File: config.mk
export PLATFORM = sky130hd
export DESIGN_NAME = crc15_pec_frame_engine
export DESIGN_NICKNAME = d
export VERILOG_FILES = /design/src/rtl/core/crc15pec_pkg.sv /design/src/rtl/core/crc15_pec_frame_engine.sv
export SDC_FILE = /design/constraint.sdc
export NUM_CORES = 1
export LEC_CHECK = 0
export BUFFER_PORTS_ARGS = -buffer_cell sky130_fd_sc_hd__buf_2
export CORE_MARGIN = 5
export CORE_UTILIZATION = 25
export CTS_BUF_LIST = sky130_fd_sc_hd__clkbuf_8
export DETAILED_ROUTE_END_ITERATION = 10
export PLACE_DENSITY = 0.42
export RECOVER_POWER = 100
export SYNTH_ARGS = -nofsm -noshare
export SYNTH_HDL_FRONTEND = slang
export SYNTH_SLANG_ARGS = --single-unit
File: constraint.sdc
create_clock -name clk -period 3.5 [get_ports clk]
set_clock_uncertainty 0.2 [all_clocks]
set_input_delay 0.175 -clock clk [delete_from_list [all_inputs] [get_ports clk]]
set_output_delay 0.175 -clock clk [all_outputs]
set_load 0.02 [all_outputs]
File: src/rtl/core/crc15pec_pkg.sv
// Package with item types, constants and the CRC-15 table function for the PEC engine.
package crc15pec_pkg;

    localparam logic [14:0] PEC_SEED = 15'd16;
    localparam logic [14:0] PEC_POLY = 15'h4599;
    localparam int          QUEUE_DEPTH = 4;
    localparam int          MAX_RESULTS = 3;

    localparam logic MODE_GENERATE = 1'b0;
    localparam logic MODE_CHECK    = 1'b1;

    typedef struct packed {
        logic       mode;
        logic [7:0] data_byte;
        logic       frame_end;
    } pec_in_t;

    typedef struct packed {
        logic [7:0] out_byte;
        logic       out_last;
        logic       is_check_report;
        logic       code_matches;
    } pec_out_t;

    // Table entry: eight bitwise CRC steps of idx << 7, kept to 15 bits.
    function automatic logic [14:0] pec_table_entry(input logic [7:0] idx);
        logic [14:0] t;
        t = {idx, 7'd0};
        for (int k = 0; k < 8; k++)
        begin
            if (t[14])
                t = {t[13:0], 1'b0} ^ PEC_POLY;
            else
                t = {t[13:0], 1'b0};
        end
        return t;
    endfunction

    // One byte of remainder update.
    function automatic logic [14:0] pec_feed(input logic [14:0] rem, input logic [7:0] b);
        logic [7:0] idx;
        idx = rem[14:7] ^ b;
        return {rem[6:0], 8'd0} ^ pec_table_entry(idx);
    endfunction

endpackage

File: src/rtl/core/crc15_pec_frame_engine.sv
// Top level of the byte-serial CRC-15 packet error code engine.
//
//   Channel | Handshake            | Payload   | Direction
//   --------+----------------------+-----------+----------
//   input   | in_valid / in_ready  | in_data   | into block
//   output  | out_valid / out_ready| out_data  | out of block
//
// An item is processed in the cycle it is accepted: the remainder and the
// hold are updated at once and its results land in a four-entry result queue.
// A byte that yields one result or none can be accepted every cycle while at
// most one result is pending. A generate-mode frame end puts three results in
// the queue, which the single output port drains one at a time, so input
// waits until at most one is pending. Reset seeds the remainder with 16,
// clears the hold, empties the queue. Output stalls fill it and can hold input.
module crc15_pec_frame_engine
(
    input  logic                   clk,
    input  logic                   rst_n,
    input  logic                   in_valid,
    output logic                   in_ready,
    input  crc15pec_pkg::pec_in_t  in_data,
    output logic                   out_valid,
    input  logic                   out_ready,
    output crc15pec_pkg::pec_out_t out_data
);
    import crc15pec_pkg::*;

    localparam int CW = $clog2(QUEUE_DEPTH + 1);

    // Frame state.
    logic [14:0] rem_reg, rem_next;
    logic [7:0]  held0_reg, held0_next;
    logic [7:0]  held1_reg, held1_next;
    logic [1:0]  hcnt_reg, hcnt_next;

    // Result queue; entry 0 is the head.
    pec_out_t    q_reg [QUEUE_DEPTH];
    pec_out_t    q_next [QUEUE_DEPTH];
    logic [CW-1:0] count_reg, count_next;

    // Results produced by the item being accepted.
    pec_out_t    res [MAX_RESULTS];
    logic [1:0]  n_push;

    logic        accept;
    logic        pop;
    logic [14:0] rem_fed;
    logic [14:0] rem_chk;
    logic [15:0] code;
    logic [15:0] chk_code;
    logic        match;

    assign in_ready  = (count_reg <= CW'(1));
    assign out_valid = (count_reg != '0);
    assign out_data  = q_reg[0];
    assign accept    = in_valid && in_ready;
    assign pop       = out_valid && out_ready;

    // Per-item logic: one table lookup and update of the remainder, then the
    // compare against the held pair in check mode.
    always_comb
    begin
        rem_next   = rem_reg;
        held0_next = held0_reg;
        held1_next = held1_reg;
        hcnt_next  = hcnt_reg;
        n_push     = 2'd0;
        for (int k = 0; k < MAX_RESULTS; k++)
        begin
            res[k] = '0;
        end

        rem_fed  = pec_feed(rem_reg, in_data.data_byte);
        code     = {rem_fed, 1'b0};
        rem_chk  = rem_reg;
        chk_code = '0;
        match    = 1'b0;

        if (accept)
        begin
            if (in_data.mode == MODE_GENERATE)
            begin
                res[0].out_byte = in_data.data_byte;
                if (in_data.frame_end)
                begin
                    res[1].out_byte = code[15:8];
                    res[2].out_byte = code[7:0];
                    res[2].out_last = 1'b1;
                    n_push     = 2'd3;
                    rem_next   = PEC_SEED;
                    held0_next = '0;
                    held1_next = '0;
                    hcnt_next  = '0;
                end
                else
                begin
                    n_push   = 2'd1;
                    rem_next = rem_fed;
                end
            end
            else
            begin
                // Check mode: once two bytes are held, the older one leaves the hold and is coded.
                if (hcnt_reg >= 2'd2)
                begin
                    rem_chk    = pec_feed(rem_reg, held0_reg);
                    held0_next = held1_reg;
                    held1_next = in_data.data_byte;
                    hcnt_next  = 2'd3;
                end
                else if (hcnt_reg == 2'd1)
                begin
                    held1_next = in_data.data_byte;
                    hcnt_next  = 2'd2;
                end
                else
                begin
                    held0_next = in_data.data_byte;
                    hcnt_next  = 2'd1;
                end
                rem_next = rem_chk;
                chk_code = {rem_chk, 1'b0};
                match    = (hcnt_next == 2'd3) && (held0_next == chk_code[15:8])
                           && (held1_next == chk_code[7:0]);

                if (in_data.frame_end)
                begin
                    res[0].out_last        = 1'b1;
                    res[0].is_check_report = 1'b1;
                    res[0].code_matches    = match;
                    n_push     = 2'd1;
                    rem_next   = PEC_SEED;
                    held0_next = '0;
                    held1_next = '0;
                    hcnt_next  = '0;
                end
            end
        end
    end

    // Queue update: shift on a pop, then append the new results after the
    // entries that remain.
    always_comb
    begin
        logic [CW-1:0] base;
        base = count_reg - CW'(pop);
        for (int i = 0; i < QUEUE_DEPTH; i++)
        begin
            if (pop && (i < QUEUE_DEPTH - 1))
                q_next[i] = q_reg[i + 1];
            else
                q_next[i] = q_reg[i];
            for (int k = 0; k < MAX_RESULTS; k++)
            begin
                if ((2'(k) < n_push) && ((base + CW'(k)) == CW'(i)))
                    q_next[i] = res[k];
            end
        end
        count_next = base + CW'(n_push);
    end

    always_ff @(posedge clk or negedge rst_n)
    begin
        if (!rst_n)
        begin
            rem_reg   <= PEC_SEED;
            held0_reg <= '0;
            held1_reg <= '0;
            hcnt_reg  <= '0;
            count_reg <= '0;
        end
        else
        begin
            rem_reg   <= rem_next;
            held0_reg <= held0_next;
            held1_reg <= held1_next;
            hcnt_reg  <= hcnt_next;
            count_reg <= count_next;
        end
    end

    // Queue payload needs no reset; count_reg marks which entries are live.
    always_ff @(posedge clk)
    begin
        for (int i = 0; i < QUEUE_DEPTH; i++)
        begin
            q_reg[i] <= q_next[i];
        end
    end

endmodule

==> flow_metrics.py, run 1 <==
metrics = {
    "outcome": {
        "outcome": "finished, violations left",
        "violations": "capacitance limit, slew limit",
    },
    "clock_network": {
        "clockBufferDepth": 2,
        "cts_tree": "yes",
        "htree_levels": 3,
        "cts.clk_slew.worst_paths_ps": 90,
        "cts-root-buf": "clkbuf_8",
        "clk_latency_ps": 370,
        "clock_sinks": 80,
        "numCtsBuffers": 9,
    },
    "logic_synthesis": {
        "ys_seq_area_frac": 0.343,
        "synth_top_cell_by_area": "edfxtp_1",
        "yosysTopAreaCellShare": 0.157,
        "syn_nets": 686,
        "synth_edf_count": 32,
        "synthTopCellsByCount": "nand2_1 (106), nor2_1 (61), xnor2_1 (58), o21ai_0 (46), a21oi_1 (45)",
        "synth_most_common_cell": "nand2_1",
        "yosysWarnings": 0,
        "ys_ff_latch": 80,
        "ys_async_sr_fraction": 0.450,
        "synthCells": 667,
        "ys.flop_type": "dfrtp_1",
        "synth.area.top_cells": "edfxtp_1 (16%), dfrtp_1 (14%), xnor2_1 (8.3%), nand2_1 (6.5%), xnor3_1 (4.0%)",
        "synth_area_per_cell_sq_um": 9.19,
        "synth_area_sq_um": 6130,
        "yosysUniqueCellTypes": 63,
    },
    "timing": {
        "hold_viol": 0,
        "worst_slew_pin_slew_ps": 2220,
        "setup_viol": 0,
        "rsz0062_at_grt": "false",
        "final.setup.tns_ps": 0,
        "fin_crit_sh": 0.966,
        "slew_headroom": -0.477,
        "fin_crit_ps": 3380,
        "max_freq_mhz": 296,
        "maxSlewViolCount": 37,
    },
    "route": {
        "drt_iter0_drc": 470,
        "vias": 5322,
        "drc": 0,
        "via_per_inst": 5.07,
        "ant_nets": 0,
        "first_pass_iters": 5,
        "post_drt_wl_per_cell_um": 19.6,
        "wl_mm": 20.6,
    },
    "floorplan": {
        "dieArea_sq_um": 27700,
        "core-area_sq_um": 24200,
        "die_h_um": 167,
        "ioPinCount": 27,
        "rows": 57,
        "die_x_um": 167,
        "initial_core_util": 0.253,
    },
    "hold_path": {
        "worstHoldPathType": "input pin to register",
    },
    "placement": {
        "dp.cells": 1028,
        "io_buffers": 26,
        "place.gp.congestion": 0.909,
        "placed_area_sq_um": 6950,
        "hpwlAfterDp_mm": 16.1,
    },
    "setup_path": {
        "crit_family": "XOR/XNOR gates",
        "crit_fanout": 9,
        "cp.required_ps": 3620,
        "path_buf_inv": 0,
        "endpoint_kind": "register",
        "cp_cell_sequence": "xnor2_2, xnor3_2, xnor3_1, mux2_1, nand4_1, a2111oi_4, nand4_1, nand2_1",
        "critPathMostFrequentCell": "nand4_1",
        "crit_path_start_kind": "register",
        "crit_type": "register to register",
        "cp_slowest_stage_delay_ps": 640,
        "slowest_stage": "xnor3_2",
        "arrival_ps": 3500,
    },
    "cells_and_area": {
        "syn2layout_area_growth_pct": 16.9,
        "stdcell_area_sq_um": 7160,
        "final_cells": 1049,
        "regArea_sq_um": 2110,
        "n_antenna_cell": 0,
        "largest_reg_flops": 44,
        "multi_input_area_sq_um": 3880,
        "drive_gt1_frac": 0.181,
        "fill_cells": 2625,
        "fin_nets": 739,
    },
    "job": {
        "drv_cap": 1,
    },
    "grt": {
        "grt_max_degree": 40,
        "grt_antenna_before_repair": 0,
        "grt_pass1_wl_mm": 32.5,
        "grt-ovfl-total": 0,
        "grt_pass1_vias": 5420,
        "grtUsageTotal": 0.149,
    },
}
[through the flow]
stage | hold slack (ps) | setup WS [ps] | util
after floorplan | -321 | 22.0 | -
after CTS | 46.2 | 10.6 | 0.296
final | 60.5 | 120 | 0.295
after global routing | 77.5 | 8.75 | 0.295
after global placement | 157 | 25.0 | 0.286
after detailed placement | 174 | 57.0 | 0.286
[cell families after synthesis]
kind of cell / share of synthesized area
XOR/XNOR: 0.222
multiplexers: 0.0451
AO/OA/AOI/OAI: 0.186
adder cells (fa/ha/maj): 0.0114
flip-flops: 0.343
AND/OR/NAND/NOR: 0.158
buffers and inverters: 0.0341
[per-layer routing]
metal / track usage / share of wire / vias up
met5: 0 / 0 / -
met4: 0.0423 / 0.020 / 0
met3: 0.0249 / 0.044 / 27
met2: 0.227 / 0.44 / 141
met1: 0.218 / 0.49 / 2657
li1: - / - / 2497
[layout by cell type (no fill, tap or decap), types with 11 or more instances in the layout]
master,n
xnor2_1,58
dfrtp_1,32
inv_1,12
nand2_1,101
nand3_1,19
buf_4,44
a21oi_1,45
clkbuf_1,17
o22ai_1,11
dfxtp_1,12
o21ai_0,47
buf_2,13
mux2i_1,22
edfxtp_1,32
xnor3_1,12
nor2_1,58
xnor2_2,11
[worst register-to-register path, cell delays in order, from the launching register on]
cell and delay, ps:
dfrtp_2 520, xnor2_2 370, xnor3_2 640, xnor3_1 440, mux2_1 240, nand4_1 120, a2111oi_4 470, nand4_1 220
nand2_1 120
[final timing paths]
kind                        startpoint            to  slack [ps]  cells past startpoint
setup / recovery           rem_reg[12]   q_reg[1][0]         120                      8
hold / removal               out_ready   q_reg[1][0]          60                      5
setup reg to reg           rem_reg[12]   q_reg[1][0]         120                      8
hold reg to reg            q_reg[3][0]   q_reg[3][0]         250                      2
max in group asynchronous        rst_n   rem_reg[12]         870                      2
min in group asynchronous        rst_n  held0_reg[2]         790                      2
[layout make-up]
class | count | area share
Inverter | 14 | 0.00751
Sequential cell | 80 | 0.294
Multi-Input combinational cell | 535 | 0.542
Tap cell | 324 | 0.0566
Clock inverter | 7 | 0.00996
Timing Repair Buffer | 80 | 0.0725
Clock buffer | 9 | 0.0173
[timing repair]
action	CTS	global route
buffers inserted	0	2
resized for setup	0	9
setup endpoints to repair	0	35
hold buffers	3	0
endpoints found under the hold margin	43	0
Power of run 1 is left out: the tool's default activity adds up to more than one toggle a clock period on the data nets, which glitch-free logic cannot reach.
==> inputs of run 2 (changes only) <==
- CORE_MARGIN: 5 -> 2
- CTS_CLUSTER_SIZE: unset -> 14
==> run 2 against run 1 <==
- the flow still finishes with violations (capacitance limit, slew limit)
- register-to-register slack worse by 40 ps
- final area is 0.35% lower
- critical path type unchanged
- clock-buffer cell count unchanged
- largest cell class unchanged
- utilization hardly changed
==> flow_metrics.py, run 2 (same netlist as run 1, synthesis figures left out) <==
metrics = {
    "grt": {
        "grt_pass1_wl_mm": 32.8,
        "grtUsageTotal": 0.168,
        "grt_max_degree": 37,
        "grt_antenna_before_repair": 0,
        "grt-ovfl-total": 0,
        "grt_pass1_vias": 5405,
    },
    "placement": {
        "post-place-ws_ps": 4.56,
        "dp.cells": 1032,
        "place.gp.congestion": 0.831,
        "io_buffers": 26,
        "hpwlAfterDp_mm": 16.2,
    },
    "route": {
        "vias": 5315,
        "drt_iter0_drc": 433,
        "ant_nets": 0,
        "first_pass_iters": 5,
        "via_per_inst": 5.05,
        "post_drt_wl_per_cell_um": 20.0,
        "drc": 0,
        "wl_mm": 21.1,
    },
    "setup_path": {
        "arrival_ps": 3370,
        "endpoint_kind": "register",
        "crit_fanout": 8,
        "cp.required_ps": 3440,
        "crit_path_start_kind": "register",
        "crit_type": "register to register",
    },
    "cells_and_area": {
        "syn2layout_area_growth_pct": 16.5,
        "largest_reg_flops": 44,
        "fin_nets": 742,
        "final_common_cell": "nand2_1",
        "fill_cells": 2578,
        "n_antenna_cell": 0,
        "drive_gt1_frac": 0.173,
        "final_cell_mix": "nand2_1 (103), xnor2_1 (59), nor2_1 (58)",
        "final_cells": 1052,
    },
    "floorplan": {
        "die_x_um": 161,
        "die_h_um": 161,
        "ioPinCount": 27,
        "dieArea_sq_um": 25800,
        "core-area_sq_um": 24200,
        "rows": 57,
        "initial_core_util": 0.253,
    },
    "clock_network": {
        "clockBufferDepth": 2,
        "numCtsBuffers": 9,
        "htree_levels": 3,
        "cts-root-buf": "clkbuf_8",
        "clock_sinks": 80,
        "cts.clk_slew.worst_paths_ps": 110,
        "cts_tree": "yes",
        "clk_latency_ps": 380,
    },
    "timing": {
        "setup_viol": 0,
        "hold_viol": 0,
        "worst_slew_pin_slew_ps": 2130,
        "maxSlewViolCount": 37,
        "slew_headroom": -0.420,
        "fin_crit_sh": 0.978,
        "fin_crit_ps": 3420,
        "final.setup.tns_ps": 0,
        "fin_ws_ps": 76.7,
        "rsz0062_at_grt": "false",
        "max_freq_mhz": 292,
    },
    "hold_path": {
        "worstHoldPathType": "input pin to register",
    },
    "job": {
        "drv_cap": 1,
    },
    "outcome": {
        "violations": "capacitance limit, slew limit",
        "outcome": "finished, violations left",
    },
}
[run 2: repair_timing]
item	CTS	global route
hold buffers	2	0
hold endpoints to repair	36	0
resized for setup	0	5
setup buffers	2	0
endpoints found under the setup margin	2	22
[run 2: stage by stage]
step           instance area, sq um   util  hold slack, ps
5_1_grt                        7140  0.295            61.5
6_report                       7140  0.295            47.6
2_1_floorplan                  6180      -            -321
3_3_place_gp                   6960  0.288             167
3_5_place_dp                   6960  0.288             172
4_1_cts                        7210  0.298            29.0
[run 2: path summary, 6_finish.rpt]
kind | from | endpoint | slack, ps | depth (start not counted)
setup / recovery | rem_reg[12] | q_reg[0][6] | 80 | 8
hold / removal | in_data[8] | held1_reg[7] | 50 | 3
setup reg to reg | rem_reg[12] | q_reg[0][6] | 80 | 8
hold reg to reg | q_reg[3][0] | q_reg[3][0] | 250 | 2
max in group asynchronous | rst_n | rem_reg[12] | 960 | 2
min in group asynchronous | rst_n | held0_reg[2] | 750 | 2
[run 2: final cells by class]
class	instances	area [sq um]	area share
timing repair buffer	83	508	0.0712
multi-input combinational	535	3860	0.540
clock inverter	7	83.8	0.0117
tap	324	405	0.0568
sequential	80	2110	0.295
clock buffer	9	124	0.0174
inverter	14	53.8	0.00754
[run 2: worst max-delay path, cell delays in order, from the launching register on]
cell and delay [ps]:
dfrtp_2 520, xnor2_4 280, xor3_1 510, xnor3_2 510
xor2_2 220, buf_4 200, xnor2_1 310, a21oi_1 150
mux2_2 290
[run 2: per-layer routing]
metal | vias to the layer above | track usage | part of all wire
li1 | 2502 | - | -
met1 | 2604 | 0.237 | 0.48
met2 | 176 | 0.260 | 0.45
met3 | 33 | 0.0325 | 0.051
met4 | 0 | 0.0487 | 0.018
met5 | - | 0 | 0
Power of run 2 is left out for the same reason.
==> inputs of run 3 (changes only) <==
- GPL_TIMING_DRIVEN: unset -> 0
- PLACE_DENSITY: 0.42 -> 0.41
- clock period: 3.5 -> 3.7 ns (I/O delays scaled with it)
==> run 3 against run 2 <==
- the run still ends with capacitance limit, slew limit left
- critical path type unchanged
- clock-buffer cell count unchanged
- non-clock buffer count decreased by 17
- worst setup slack improved by 88 ps
- die area unchanged
- global-route usage decreased by 0.33 points
- fmax decreased by 3.2%
- via count decreased by 2.0%
- utilization decreased by 0.35 points
- sequential share of layout area increased by 0.33 points
- highest routed layer unchanged
==> flow_metrics.py, run 3 (same netlist as run 1, synthesis figures left out) <==
metrics = {
    "route": {
        "drc": 0,
        "drt_iter0_drc": 441,
        "ant_nets": 0,
        "wl_met2_mm": 9.55,
        "met3WireLength_um": 895,
        "wl_mm": 20.9,
        "routed.top_layer": "met4",
        "drt-met1-wl_mm": 10.2,
        "first_pass_iters": 5,
        "post_drt_wl_per_cell_um": 20.2,
        "via_per_inst": 5.03,
        "vias": 5211,
    },
    "placement": {
        "dp.cells": 1011,
        "post-place-ws_ps": -425,
        "io_buffers": 20,
        "hpwlAfterDp_mm": 16.2,
        "place.gp.congestion": 0.896,
    },
    "clock_network": {
        "clockBufferDepth": 2,
        "numCtsBuffers": 9,
        "cts_tree": "yes",
        "htree_levels": 3,
        "clock_sinks": 80,
        "clk_latency_ps": 390,
        "cts-root-buf": "clkbuf_8",
        "cts.clk_slew.worst_paths_ps": 100,
    },
    "grt": {
        "grt-ovfl-total": 0,
        "grt_antenna_before_repair": 0,
        "grt_pass1_wl_mm": 32.2,
        "grt_max_degree": 37,
        "grt_pass1_vias": 5159,
        "grtUsageTotal": 0.164,
    },
    "timing": {
        "fin_crit_sh": 0.955,
        "maxSlewViolCount": 37,
        "setup_viol": 0,
        "worst_slew_pin_slew_ps": 2140,
        "max_freq_mhz": 283,
        "fin_crit_ps": 3540,
        "rsz0062_at_grt": "true",
        "hold_viol": 0,
        "slew_headroom": -0.429,
        "fin_ws_ps": 165,
    },
    "setup_path": {
        "critPathMostFrequentCell": "nand4_1",
        "crit_family": "simple AND/OR/NAND/NOR gates",
        "timing.rr.start": "count_reg[2]",
        "r2r_setup_slack_ps": 160,
        "endpoint_kind": "register",
        "cp_cell_sequence": "buf_4, nor3b_2, and3_1, buf_1, nand3b_1, a311oi_1, nand4_1, a2111oi_4, nand4_1, nand2_1",
        "cp_slowest_stage_delay_ps": 670,
        "cp.required_ps": 3830,
        "crit_fanout": 10,
        "slowest_stage": "nor3b_2",
        "critPathCapture": "q_reg[3][0]",
        "crit_start": "count_reg[2]",
        "crit_type": "register to register",
        "r2r_cells": 10,
        "path_buf_inv": 2,
        "crit_cells": 10,
        "reg2reg_to": "q_reg[3][0]",
        "crit_path_start_kind": "register",
        "arrival_ps": 3660,
    },
    "cells_and_area": {
        "final_cells": 1035,
        "syn2layout_area_growth_pct": 15.1,
        "n_antenna_cell": 0,
        "final_common_cell": "nand2_1",
        "fin_nets": 725,
        "largest_reg_flops": 44,
        "drive_gt1_frac": 0.143,
        "final_cell_mix": "nand2_1 (102), nor2_1 (56), xnor2_1 (53)",
    },
    "job": {
        "drv_cap": 1,
    },
    "outcome": {
        "violations": "capacitance limit, slew limit",
        "outcome": "finished, violations left",
    },
    "floorplan": {
        "ioPinCount": 27,
        "core-area_sq_um": 24200,
        "dieArea_sq_um": 25800,
        "die_h_um": 161,
        "rows": 57,
        "die_x_um": 161,
        "initial_core_util": 0.253,
    },
    "hold_path": {
        "worstHoldPathType": "input pin to register",
    },
}
==> run 3: cell count changes in the layout (fill, tap and decap cells not counted), moves of 6 or more <==
| cell | delta |
|---|---|
| buf_4 | -36 |
| clkbuf_1 | +19 |
| xnor2_2 | +7 |
| xnor2_1 | -6 |
==> run 3: worst min-delay path by stage <==
stage | start | endpoint | slack [ps] | depth (start not counted)
5_1_grt | in_data[1] | held1_reg[0] | 60 | 3
4_1_cts | in_data[1] | held1_reg[0] | 9 | 3
6_report | in_data[1] | held1_reg[0] | 20 | 3
3_5_place_dp | rst_n | held0_reg[6] | 170 | 1
3_3_place_gp | rst_n | held0_reg[2] | 170 | 1
2_1_floorplan | rst_n | count_reg[0] | -310 | 0
==> run 3: cell type report <==
class	instances	area (sq um)
buffer	37	154
clock buffer	9	124
clock inverter	7	78.8
fill	2587	17100
inverter	14	53.8
multi-input combinational	535	3970
sequential	80	2100
tap	324	405
timing repair buffer	29	168
==> run 3: what timing repair did <==
action                                  in CTS  in global routing
hold buffers                                 1                  0
pin swaps                                    1                  4
gates resized for setup                     14                 16
buffers inserted                             3                  5
endpoints found under the setup margin      66                 58
cloned                                       0                  0
hold endpoints to repair                    35                  0
==> run 3: metrics by stage <==
| stage | utilization | TNS, ps | instance area, sq um | hold slack (ps) |
|---|---|---|---|---|
| floorplan | - | 0 | 6150 | -311 |
| global placement | 0.275 | -15120 | 6660 | 166 |
| detailed placement | 0.275 | -17150 | 6660 | 173 |
| CTS | 0.288 | 0 | 6960 | 9.02 |
| global route | 0.292 | -139 | 7050 | 63.7 |
| finish | 0.292 | 0 | 7050 | 15.9 |
==> run 3: worst register-to-register path, delay by kind of cell (launching register included) <==
kind / cells / cell delay (ps)
AND/OR/NAND/NOR: 6 / 1550
AO/OA/AOI/OAI: 2 / 810
buffers and inverters: 2 / 490
flip-flops: 1 / 430
==> run 3: metal layers <==
metal	track usage	up-vias
met4	0.0360	0
li1	-	2468
met2	0.260	133
met5	0	-
met1	0.238	2594
met3	0.0238	16
Power of run 3 is left out for the same reason.
